[config.mk]
export PLATFORM = sky130hd
export DESIGN_NAME = store_byte_lane_formatter
export DESIGN_NICKNAME = d
export VERILOG_FILES = /design/src/rtl/sblf_pkg.sv /design/src/rtl/sblf_format.sv /design/src/rtl/store_byte_lane_formatter.sv
export SDC_FILE = /design/constraint.sdc
export NUM_CORES = 1
export LEC_CHECK = 0
export BUFFER_PORTS_ARGS = -buffer_cell sky130_fd_sc_hd__buf_4
export CAP_MARGIN = 10
export CELL_PAD_IN_SITES_DETAIL_PLACEMENT = 1
export CELL_PAD_IN_SITES_GLOBAL_PLACEMENT = 2
export CORE_UTILIZATION = 36
export DETAILED_ROUTE_END_ITERATION = 8
export GPL_ROUTABILITY_DRIVEN = 0
export PLACE_DENSITY_LB_ADDON = 0.1
export SLEW_MARGIN = 20
export SYNTH_ARGS = -nofsm -noshare
export SYNTH_HDL_FRONTEND = slang
export SYNTH_HIERARCHICAL = 1
export SYNTH_SLANG_ARGS = --single-unit
[constraint.sdc]
create_clock -name clk -period 12.7 [get_ports clk]
set_input_delay 1.27 -clock clk [delete_from_list [all_inputs] [get_ports clk]]
set_output_delay 1.27 -clock clk [all_outputs]
set_load 0.005 [all_outputs]
[src/rtl/sblf_pkg.sv]
// Shared types and constants for the store byte-lane formatter.
// Used by sblf_format and store_byte_lane_formatter; depends on nothing.
package sblf_pkg;

    localparam int CFG_INDEX_W = 2;

    localparam logic [CFG_INDEX_W-1:0] REG_ATOMIC_EN = 2'd0;
    localparam logic [CFG_INDEX_W-1:0] REG_SPLIT_EN  = 2'd1;

    localparam logic [1:0] FIFO_DEPTH = 2'd2;

    typedef struct packed {
        logic [63:0] store_address;
        logic [63:0] store_value;
        logic [3:0]  byte_count;
        logic        crosses_page;
        logic        is_atomic;
        logic [63:0] instr_pc;
    } item_t;

    typedef struct packed {
        logic [63:0] record_address;
        logic [63:0] record_data;
        logic [7:0]  lane_mask;
        logic [63:0] record_pc;
        logic        bad_length;
        logic        last_record;
    } rec_t;

endpackage

[src/rtl/sblf_format.sv]
// Combinational record builder: turns one store item into zero, one or two records.
// Depends on sblf_pkg for item_t and rec_t.
module sblf_format (
    input  sblf_pkg::item_t item,
    input  logic            atomic_en,
    input  logic            split_en,
    output logic [1:0]      rec_count,
    output sblf_pkg::rec_t  rec_lo,
    output sblf_pkg::rec_t  rec_hi
);

    function automatic logic [63:0] lanes_to_bits(input logic [7:0] m);
        logic [63:0] b;
        for (int i = 0; i < 8; i++)
        begin
            b[8*i +: 8] = {8{m[i]}};
        end
        return b;
    endfunction

    logic [3:0]  len;
    logic [3:0]  len_m1;
    logic        pow2;
    logic        odd_ok;
    logic        legal;
    logic        drop;
    logic        split_case;
    logic        in_half;
    logic [7:0]  lane_m;
    logic [63:0] dm;
    logic [5:0]  end_sum;
    logic [3:0]  o16;
    logic [63:0] in_d;
    logic [7:0]  in_m;
    logic [2:0]  r;
    logic [3:0]  lo_sh4;
    logic [2:0]  lo_sh;
    logic [3:0]  hs4;
    logic [2:0]  hs;
    logic [7:0]  lo_lanes;
    logic [7:0]  hi_lanes;
    logic [63:0] lo_d;
    logic [63:0] hi_d;
    logic [2:0]  off;

    always_comb
    begin
        len    = item.byte_count;
        len_m1 = len - 4'd1;
        pow2   = (len == 4'd1) || (len == 4'd2) || (len == 4'd4) || (len == 4'd8);
        odd_ok = split_en && item.crosses_page &&
                 ((len == 4'd3) || (len == 4'd5) || (len == 4'd6) || (len == 4'd7));
        legal  = pow2 || odd_ok;
        drop   = item.is_atomic && !atomic_en;

        for (int i = 0; i < 8; i++)
        begin
            lane_m[i] = (len > 4'(i));
        end
        dm = item.store_value & lanes_to_bits(lane_m);

        split_case = split_en && pow2 && !item.crosses_page &&
                     ((item.store_address[2:0] & len_m1[2:0]) != 3'd0);
        end_sum = {1'b0, item.store_address[4:0]} + {2'b00, len_m1};
        in_half = (item.store_address[4] == end_sum[4]);

        o16 = item.store_address[3:0];
        if (o16 > 4'd8)
            in_d = 64'd0;
        else if (o16 == 4'd8)
            in_d = {dm[0], 63'd0};
        else
            in_d = dm << {o16[2:0], 3'b000};
        in_m = lane_m << o16;

        r        = item.store_address[2:0] & len_m1[2:0];
        lo_sh4   = 4'd8 - len + {1'b0, r};
        lo_sh    = lo_sh4[2:0];
        hs4      = len - {1'b0, r};
        hs       = hs4[2:0];
        lo_lanes = lane_m >> r;
        hi_lanes = lane_m >> hs;
        lo_d     = (item.store_value & lanes_to_bits(lo_lanes)) << {lo_sh, 3'b000};
        hi_d     = (item.store_value >> {hs, 3'b000}) & lanes_to_bits(hi_lanes);

        off = item.store_address[2:0];

        rec_lo.record_address = {item.store_address[63:3], 3'b000};
        rec_lo.record_data    = 64'd0;
        rec_lo.lane_mask      = 8'd0;
        rec_lo.record_pc      = item.instr_pc;
        rec_lo.bad_length     = 1'b0;
        rec_lo.last_record    = 1'b1;

        rec_hi.record_address = {item.store_address[63:4] + 60'd1, 4'b0000};
        rec_hi.record_data    = hi_d;
        rec_hi.lane_mask      = hi_lanes;
        rec_hi.record_pc      = item.instr_pc;
        rec_hi.bad_length     = 1'b0;
        rec_hi.last_record    = 1'b1;

        rec_count = 2'd1;
        if (drop)
        begin
            rec_count = 2'd0;
        end
        else if (!legal)
        begin
            rec_lo.bad_length = 1'b1;
        end
        else if (split_case && in_half)
        begin
            rec_lo.record_address = {item.store_address[63:4], 4'b0000};
            rec_lo.record_data    = in_d;
            rec_lo.lane_mask      = in_m;
        end
        else if (split_case)
        begin
            rec_lo.record_data = lo_d;
            rec_lo.lane_mask   = lo_lanes << lo_sh;
            rec_lo.last_record = 1'b0;
            rec_count          = 2'd2;
        end
        else if (len == 4'd8)
        begin
            rec_lo.record_data = item.store_value;
            rec_lo.lane_mask   = 8'hff;
        end
        else
        begin
            rec_lo.record_data = dm << {off, 3'b000};
            rec_lo.lane_mask   = lane_m << off;
        end
    end

endmodule

[src/rtl/store_byte_lane_formatter.sv]
// Store byte-lane formatter top level: input register, record builder, two-entry result queue.
// Depends on sblf_pkg and sblf_format.
//
// Usage:
//   Input channel (in_valid / in_stall) takes one committed store per item.
//   Output channel (out_valid / out_stall) delivers store records, one per item
//   handshake; last_record marks the final record of each store.
//   Config channel (cfg_valid / cfg_ready) writes atomic enable (index 0) and
//   split enable (index 1); cfg_ready is always high. Write only while idle.
// Path: a store is captured in the input register, then its records are written into the
//   result queue, whose head is offered; a full queue holds the store in the input register.
// Throughput: one store per cycle while in_stall is low; a split store yields two records,
//   which the two-entry result queue drains one record per cycle.
//   Dropped atomic stores pass through the input register and produce nothing.
// Reset: queue and input register empty, atomic enable 0, split enable 1.
// Stall: out_stall holds the head record; the queue absorbs one more record and
//   the input register one more store, then in_stall rises until space opens.
module store_byte_lane_formatter (
    input  logic                             clk,
    input  logic                             rst_n,
    input  logic                             in_valid,
    output logic                             in_stall,
    input  logic [63:0]                      store_address,
    input  logic [63:0]                      store_value,
    input  logic [3:0]                       byte_count,
    input  logic                             crosses_page,
    input  logic                             is_atomic,
    input  logic [63:0]                      instr_pc,
    output logic                             out_valid,
    input  logic                             out_stall,
    output logic [63:0]                      record_address,
    output logic [63:0]                      record_data,
    output logic [7:0]                       lane_mask,
    output logic [63:0]                      record_pc,
    output logic                             bad_length,
    output logic                             last_record,
    input  logic                             cfg_valid,
    output logic                             cfg_ready,
    input  logic [sblf_pkg::CFG_INDEX_W-1:0] cfg_index,
    input  logic                             cfg_data
);

    logic            atomic_en_reg;
    logic            split_en_reg;
    logic            a_valid_reg;
    logic            a_valid_next;
    sblf_pkg::item_t a_item_reg;
    sblf_pkg::rec_t  q0_reg;
    sblf_pkg::rec_t  q0_next;
    sblf_pkg::rec_t  q1_reg;
    sblf_pkg::rec_t  q1_next;
    logic [1:0]      q_cnt_reg;
    logic [1:0]      q_cnt_next;

    logic [1:0]      need;
    sblf_pkg::rec_t  rec_lo;
    sblf_pkg::rec_t  rec_hi;
    logic            pop;
    logic [2:0]      space;
    logic            a_adv;
    logic            accept;
    logic [1:0]      base_cnt;

    sblf_format u_format (
        .item      (a_item_reg),
        .atomic_en (atomic_en_reg),
        .split_en  (split_en_reg),
        .rec_count (need),
        .rec_lo    (rec_lo),
        .rec_hi    (rec_hi)
    );

    assign cfg_ready = 1'b1;

    always_ff @(posedge clk or negedge rst_n)
    begin
        if (!rst_n)
        begin
            atomic_en_reg <= 1'b0;
            split_en_reg  <= 1'b1;
        end
        else if (cfg_valid && cfg_ready)
        begin
            unique case (cfg_index)
                sblf_pkg::REG_ATOMIC_EN: atomic_en_reg <= cfg_data;
                sblf_pkg::REG_SPLIT_EN:  split_en_reg  <= cfg_data;
                default: ;
            endcase
        end
    end

    always_comb
    begin
        pop      = (q_cnt_reg != 2'd0) && !out_stall;
        space    = {1'b0, sblf_pkg::FIFO_DEPTH} - {1'b0, q_cnt_reg} + {2'b00, pop};
        a_adv    = a_valid_reg && ({1'b0, need} <= space);
        in_stall = a_valid_reg && !a_adv;
        accept   = in_valid && !in_stall;

        a_valid_next = accept ? 1'b1 : (a_adv ? 1'b0 : a_valid_reg);

        base_cnt = q_cnt_reg - {1'b0, pop};
        q0_next  = pop ? q1_reg : q0_reg;
        q1_next  = q1_reg;
        if (a_adv && (need != 2'd0))
        begin
            if (base_cnt == 2'd0)
                q0_next = rec_lo;
            else
                q1_next = rec_lo;
            if (need == 2'd2)
                q1_next = rec_hi;
        end
        q_cnt_next = a_adv ? (base_cnt + need) : base_cnt;
    end

    always_ff @(posedge clk or negedge rst_n)
    begin
        if (!rst_n)
        begin
            a_valid_reg <= 1'b0;
            q_cnt_reg   <= 2'd0;
        end
        else
        begin
            a_valid_reg <= a_valid_next;
            q_cnt_reg   <= q_cnt_next;
        end
    end

    always_ff @(posedge clk)
    begin
        if (accept)
        begin
            a_item_reg.store_address <= store_address;
            a_item_reg.store_value   <= store_value;
            a_item_reg.byte_count    <= byte_count;
            a_item_reg.crosses_page  <= crosses_page;
            a_item_reg.is_atomic     <= is_atomic;
            a_item_reg.instr_pc      <= instr_pc;
        end
        q0_reg <= q0_next;
        q1_reg <= q1_next;
    end

    assign out_valid      = (q_cnt_reg != 2'd0);
    assign record_address = q0_reg.record_address;
    assign record_data    = q0_reg.record_data;
    assign lane_mask      = q0_reg.lane_mask;
    assign record_pc      = q0_reg.record_pc;
    assign bad_length     = q0_reg.bad_length;
    assign last_record    = q0_reg.last_record;

`ifndef ASSERT_OFF
    a_cnt_bound: assert property (@(posedge clk) disable iff (!rst_n)
        q_cnt_reg <= sblf_pkg::FIFO_DEPTH)
        else $error("result queue count out of range");

    a_pair_held: assert property (@(posedge clk) disable iff (!rst_n)
        (out_valid && !last_record) |-> (q_cnt_reg == 2'd2))
        else $error("low record offered without its high record queued");

    a_bad_empty: assert property (@(posedge clk) disable iff (!rst_n)
        (out_valid && bad_length) |-> (lane_mask == 8'd0 && record_data == 64'd0 && last_record))
        else $error("bad-length record carries data");

    a_no_adv_empty: assert property (@(posedge clk) disable iff (!rst_n)
        (!a_valid_reg) |=> (q_cnt_reg <= $past(q_cnt_reg)))
        else $error("queue grew without a store in the input register");
`endif

endmodule
==> results.md, run 1 <==
* Status: finished clean
* WP data arrival at 7.08 ns
* Final wirelength at between 100000 and 150000 um
* DR vias/cell at 5.79
* TNS Setup at 0 ns
* Crit Path Max Fanout at between 100 and 150
* Fmax at 146 MHz
* Syn Area/Cell at 11.9 sq um
* Layout area overhead at 14.4%
* Final number of setup-violating endpoints at 0
* Clk buf depth at 3
* Met1 usage at 33.8%
* Final net count at 3355
* Post-CTS resize count at 0
* Netlist cell types at slightly above 90
* Initial drt markers at 2486
* Worst r2r src: a_item_reg[66]
* Layout cell share with drive strength beyond 1 at 39.8%
* Synth top area share at between 30% and 40%
* Post-Synthesis Cells at about 3.0k
* CTS sink cnt at a little over 600
* Final Hold Violating Endpoints at 0
* Initial DRT Pass Iterations at 6
* Endpoint of the worst-slack reg-to-reg timing path: q1_reg[60]
* Initial antenna violation count at 30
* WL/cell at 30.4 um
* GRT met2 Usage at 41.7%
* RSZ-0062 raised after global routing: false
* Register area share after synthesis at a little under half
* DRC Markers at 0
* Most common flop cell mapped by yosys: edfxtp_1
* Post-DRT Antenna Nets at 0
* R2R Setup Slk at 5.86 ns
* First-pass GRT wire length at just under 200000 um
* Die height at roughly 320 um
* Crit share post-route at 53.9%
* Max_cap viols at 0
* Final-layout fill cell count at 10.4k
* Largest net degree at the start of global routing at 160
* WS Path Type: flop to flop
* Vias in the first global route at between 20k and 30k
* Worst Tran Pin Value at 1.42 ns
* Synth top area cells: edfxtp_1 34%, mux2_4 13%, dfxtp_1 11%
* GRT overflow at 0
* Multi-input logic area at 16900 sq um
* Required time worst endpoint at roughly 13 ns
* CTS tree: done
* Skew final at 0.0352 ns
* FFs w/ async S/R, synth at 0.824%
* Die W at ~320 um
* Clock latency on the worst-skew pair at between 0.6 and 0.7 ns
* Hold WS at about 0.42 ns
* Site Rows at 115
* P_leak at 0.0162 uW
* Peak supply drop at about 0.00024 V
* Top-count cell post-synth: edfxtp_1
* Yosys top cell by area: edfxtp_1
* Total die area at between 100000 and 150000 sq um
* Io pins at between 400 and 500
* PortBufs at 409
* Sequential Area at ~16000 sq um
* GRT Overall Usage at 26.6%
* Gr busiest metal: met2
* Clock slew at reported path FFs at about 0.060 ns
* Post-route minimum period at around 7 ns
* Cell area after synthesis at 35700 sq um
* FF+latch count, synth at roughly 600
* Setup Fix Bufs, Post-CTS at 0
* TritonCTS Buffers at 72
* Reg2reg path depth at 14
* Vias at 26.0k
* Fin. max-slew vios at 0
* Worst rel slew slack at roughly 4.1%
* H-Tree Level Count at 3
* Initial core utilization at between 30 and 40%
* CP endpoint kind: flop
* Post-synth EDFFs at 400
* GR Util met3 at 8.39%
* Hpwl dp at around 96000 um
* Root buffer cell: clkbuf_16
* Critical path startpoint: a_item_reg[66]
* Max reg flops at 202
* Pwr/cell area at 277 nW/um^2
* Worst hold path class: primary input to async pin
* Core Area at 98300 sq um
* Commonest cells post-synth: 400 x edfxtp_1, 317 x mux2_4, 299 x mux2_2, 217 x buf_4, 206 x nand2_1
* # hold bufs at CTS at 0
* Critical Path Source Type: flop
* Synth warn at 6
==> cell usage in the layout, fill, tap and decap left out, types with 27 or more instances in the layout <==
cell	count
a22oi_1	41
a221oi_1	56
a211oi_1	60
edfxtp_1	400
nand2_1	205
o211ai_1	28
mux2_2	299
mux2i_1	43
nand3_1	41
nor2_1	138
a21oi_1	102
xnor2_1	52
and3_1	28
inv_1	40
and2_1	34
o21ai_0	79
mux2_4	317
buf_4	469
dfxtp_1	202
clkbuf_16	75
nor3_1	60
nand4_1	27
==> worst max-delay path by stage <==
stage             endpoint  slack [ns]  cells past startpoint
5_1_grt         q1_reg[60]        5.39                     14
6_report        q1_reg[60]        5.86                     14
4_1_cts        q1_reg[110]        5.69                     14
2_1_floorplan    q1_reg[0]        2.95                     20
3_5_place_dp    q1_reg[57]        5.71                     14
3_3_place_gp    q1_reg[61]        6.00                     14
==> critical path, stage by stage (launching register included) <==
cell	delay (ns)
edfxtp_1	0.89
inv_1	0.21
ha_1	0.39
xor2_1	0.19
ha_1	0.69
o21a_1	0.27
a2bb2oi_1	0.26
nand3_2	0.10
buf_4	0.37
nor2_1	0.45
nor2b_4	0.76
nor2_1	0.18
nor2_4	0.16
buf_12	0.53
buf_4	0.80
==> report_power, final <==
group,total [uW],internal [uW],switching (uW)
combinational,5380,2520,2860
clock,2050,1200,854
sequential,3890,3220,668
==> through the flow <==
stage                     util (%)  cells  power [uW]  instance area [sq um]  worst slack [ns]
after floorplan                  -   3004        7340                  35700              2.95
after global placement        39.1   4344        9110                  38400              6.00
after detailed placement      39.1   4345        9270                  38400              5.71
after CTS                     41.5   4479       11400                  40800              5.69
after global routing          41.5   4480       11900                  40800              5.39
final                         41.5   4488       11300                  40800              5.86
==> logic make-up after synthesis <==
| group | Yosys count | share of synthesized area (%) |
|---|---|---|
| mux | 682 | 25.4 |
| simple gates | 623 | 8.33 |
| flops | 607 | 45.4 |
| compound gates | 537 | 10.9 |
| buf+inv | 463 | 7.76 |
| xor+xnor | 65 | 1.60 |
| fa+ha+maj | 17 | 0.596 |
| other cells | 3 | 0.0316 |
==> final cells by class <==
type | count | area share [%]
inverter | 44 | 0.423
clock inverter | 35 | 0.727
sequential | 607 | 39.6
antenna | 9 | 0.0552
clock buffer | 99 | 5.02
timing repair buffer | 473 | 8.82
tap | 1287 | 3.95
multi-input combinational | 1934 | 41.4
==> metal layers <==
layer  wire (um)  share of wire (%)
met1       55500                 41
met2       61600                 45
met3       12800                9.4
met4        6250                4.6
met5         324               0.24
Power figures use the tool's default switching activity.
==> run 2, diff against run 1 <==
Settings changed: ABC_AREA set to 1, CORE_UTILIZATION 36 to 31.
Clock period 12.7 ns to 6.1 ns, I/O delays scaled along.
==> results.md, run 2 <==
* Min setup slack post-route at 1.05 ns (-4.81 ns)
* Post-Synthesis Cells at 5122 (+71%)
* FF+latch count, synth at 607 (unchanged)
* Initial drt markers at 2876 (+16%)
* WL/cell at 24.6 um (-19%)
* Multi-input logic area at 18600 sq um (+10%)
* Commonest non-fill, non-tap cell in the layout: nand2_1
* Initial antenna violation count at 3 (-90%)
* Final number of setup-violating endpoints at 0 (unchanged)
* Vias at 35.5k (+37%)
* FFs w/ async S/R, synth at 0.824% (unchanged)
* Slowest cell delay on critical path at 0.76 ns (-0.13 ns)
* Peak supply drop at 0.000589 V (+150%)
* Layout cell share with drive strength beyond 1 at 17.2% (-23 points)
* Crit path buffers/inverters at 8 (+4)
* Crit share post-route at 82.9% (+29 points)
* First-pass GRT wire length at 246000 um (+27%)
* Syn Area/Cell at 7.49 sq um (-37%)
* Crit path max-delay family: buffers and inverters
* Most common flop cell mapped by yosys: edfxtp_1
* Io pins at 411 (unchanged)
* Max_cap viols at 0 (unchanged)
* Post-route minimum period at 5.05 ns (-1.79 ns)
* Clock slew at reported path FFs at 0.06 ns (about the same)
* Yosys top cell by area: edfxtp_1
* Final wirelength at 168000 um (+23%)
* Netlist cell types at 60 (-35%)
* Layout area overhead at 14.3% (about the same)
* CP endpoint kind: flop
* Clock latency on the worst-skew pair at 0.67 ns (+0.03 ns)
* RSZ-0062 raised after global routing: false
* Fin. max-slew vios at 0 (unchanged)
* Post-DRT Antenna Nets at 0 (unchanged)
* Worst Tran Pin Value at 1.13 ns (-0.294 ns)
* Setup Fix Bufs, Post-CTS at 0 (unchanged)
* Post-synth EDFFs at 400 (unchanged)
* Synth top area cells: edfxtp_1 31%, nand2_1 19%, dfxtp_1 11%
* Largest net degree at the start of global routing at 155 (-3.1%)
* Area after DPL at 41300 sq um (+7.5%)
* Clk buf depth at 3 (unchanged)
* WP data arrival at 5.42 ns (-1.66 ns)
* Hold WS at 0.108 ns (-0.315 ns)
* Synth warn at 6 (unchanged)
* Vias in the first global route at 35.1k (+32%)
* Max reg flops at 202 (unchanged)
* WS Path Type: flop to flop
* Root buffer cell: clkbuf_16
* Post-layout instance area at 43800 sq um (+7.4%)
* Site Rows at 128 (+11%)
* Initial core utilization at 31.4% (-4.9 points)
* Core Area at 122000 sq um (+24%)
* Hpwl dp at 117000 um (+22%)
* GRT Overall Usage at 26.3% (-0.32 points)
* Status: finished clean
* Setup slack at placement at 1.01 ns (-4.70 ns)
* CTS tree: done
* Top-count cell post-synth: nand2_1
* Die height at 354 um (+12%)
* Worst rel slew slack at 23.9% (+20 points)
* Pwr/cell area at 601 nW/um^2 (+120%)
* Commonest cells post-synth: 1968 x nand2_1, 654 x nand3_1, 400 x edfxtp_1, 234 x nor2_1, 208 x buf_4
* CP max stage cell: clkinvlp_4
* Critical Path Source Type: flop
* Crit path top cell by count: ha_1
* Final Hold Violating Endpoints at 0 (unchanged)
* Worst hold path class: primary input to flop
* Initial DRT Pass Iterations at 6 (unchanged)
* GRT overflow at 0 (unchanged)
* CTS sink cnt at 607 (unchanged)
* Final net count at 5371 (+60%)
* Total die area at 125000 sq um (+25%)
* P_leak at 0.0201 uW (+24%)
* Skew final at 0.0274 ns (-0.00781 ns)
* PortBufs at 409 (unchanged)
* TritonCTS Buffers at 77 (+6.9%)
* Required time worst endpoint at 6.47 ns (-6.47 ns)
* DRC Markers at 0 (unchanged)
* CP Cell Sequence: inv_4 -> ha_1 -> inv_1 -> ha_1 -> nor2_4 -> inv_2 -> nor2_2 -> nor3_2 -> nand2_4 -> inv_4 -> nand2_4 -> inv_2 -> nor2_4 -> inv_1 -> ha_1 -> a21oi_1 -> nand3_1 -> nand2_2 -> clkinvlp_4 -> buf_12
* Crit Path Max Fanout at 49 (-65%)
* Commonest non-fill, non-tap cells in the layout: 1964 x nand2_1, 654 x nand3_1, 461 x buf_4
* DR vias/cell at 5.19 (-10%)
* Register area share after synthesis at 42.2% (-3.2 points)
* Cell area after synthesis at 38400 sq um (+7.5%)
* Synth top area share at 31.3% (-2.4 points)
* Die W at 354 um (+12%)
* H-Tree Level Count at 3 (unchanged)
* TNS Setup at 0 ns (unchanged)
* Fmax at 198 MHz (+35%)
* Sequential Area at 16200 sq um (unchanged)
* Final-layout fill cell count at 14.8k (+43%)
-- run 2: stage by stage --
step / std cells / utilization [%] / power, uW
2_1_floorplan: 5129 / - / 16400
3_3_place_gp: 6693 / 33.8 / 21800
3_5_place_dp: 6693 / 33.8 / 21900
4_1_cts: 6837 / 35.9 / 26600
5_1_grt: 6837 / 35.9 / 28300
6_report: 6839 / 35.9 / 26400
-- run 2: logic make-up after synthesis --
logic type,Yosys count,synth area share (%)
AOI/OAI and AO/OA,502,7.37
xor gates and xnor gates,63,1.48
adders and majority gates,17,0.555
buffers and inverters,727,9.64
DFF,607,42.2
muxes,202,5.93
other,3,0.0294
and+or+nand+nor,3001,32.8
-- run 2: path summary, 6_finish.rpt --
check	from	to	slack (ns)	cells after the start
max in group asynchronous	rst_n	split_en_reg	5.60	2
worst max-delay path	a_item_reg[66]	a_item_reg[57]	1.05	20
min in group asynchronous	rst_n	atomic_en_reg	0.30	2
worst min-delay path	store_address[42]	a_item_reg[176]	0.11	1
worst max register to register	a_item_reg[66]	a_item_reg[57]	1.05	20
worst min register to register	record_pc[32]	record_pc[32]	0.57	4
-- run 2: repair_timing --
action,CTS,global route
hold endpoints to repair,5,0
setup endpoints to repair,0,0
hold buffers,1,0
resized for setup,0,0
-- run 2: final cells by class --
type	count	area share (%)
sequential	607	36.9
clock buffer	105	4.82
inverter	192	1.70
tap	1625	4.64
multi-input combinational	3795	42.5
clock inverter	38	0.893
antenna	2	0.0114
timing repair buffer	475	8.51
-- run 2: layer usage --
metal  routed length [um]  up-vias  GRT usage, %
li1                     -    16900             -
met1                80600    17400          38.5
met2                73300     1082          40.0
met3                10100      182          3.88
met4                 4290        0          6.87
met5                    0        -             0
-- run 2: where the power goes --
| part | switching, uW | leakage (uW) | internal, uW |
|---|---|---|---|
| logic | 9810 | 0.0133 | 4060 |
| registers | 1290 | 0.00557 | 6600 |
| clock network | 1970 | 0.00122 | 2630 |
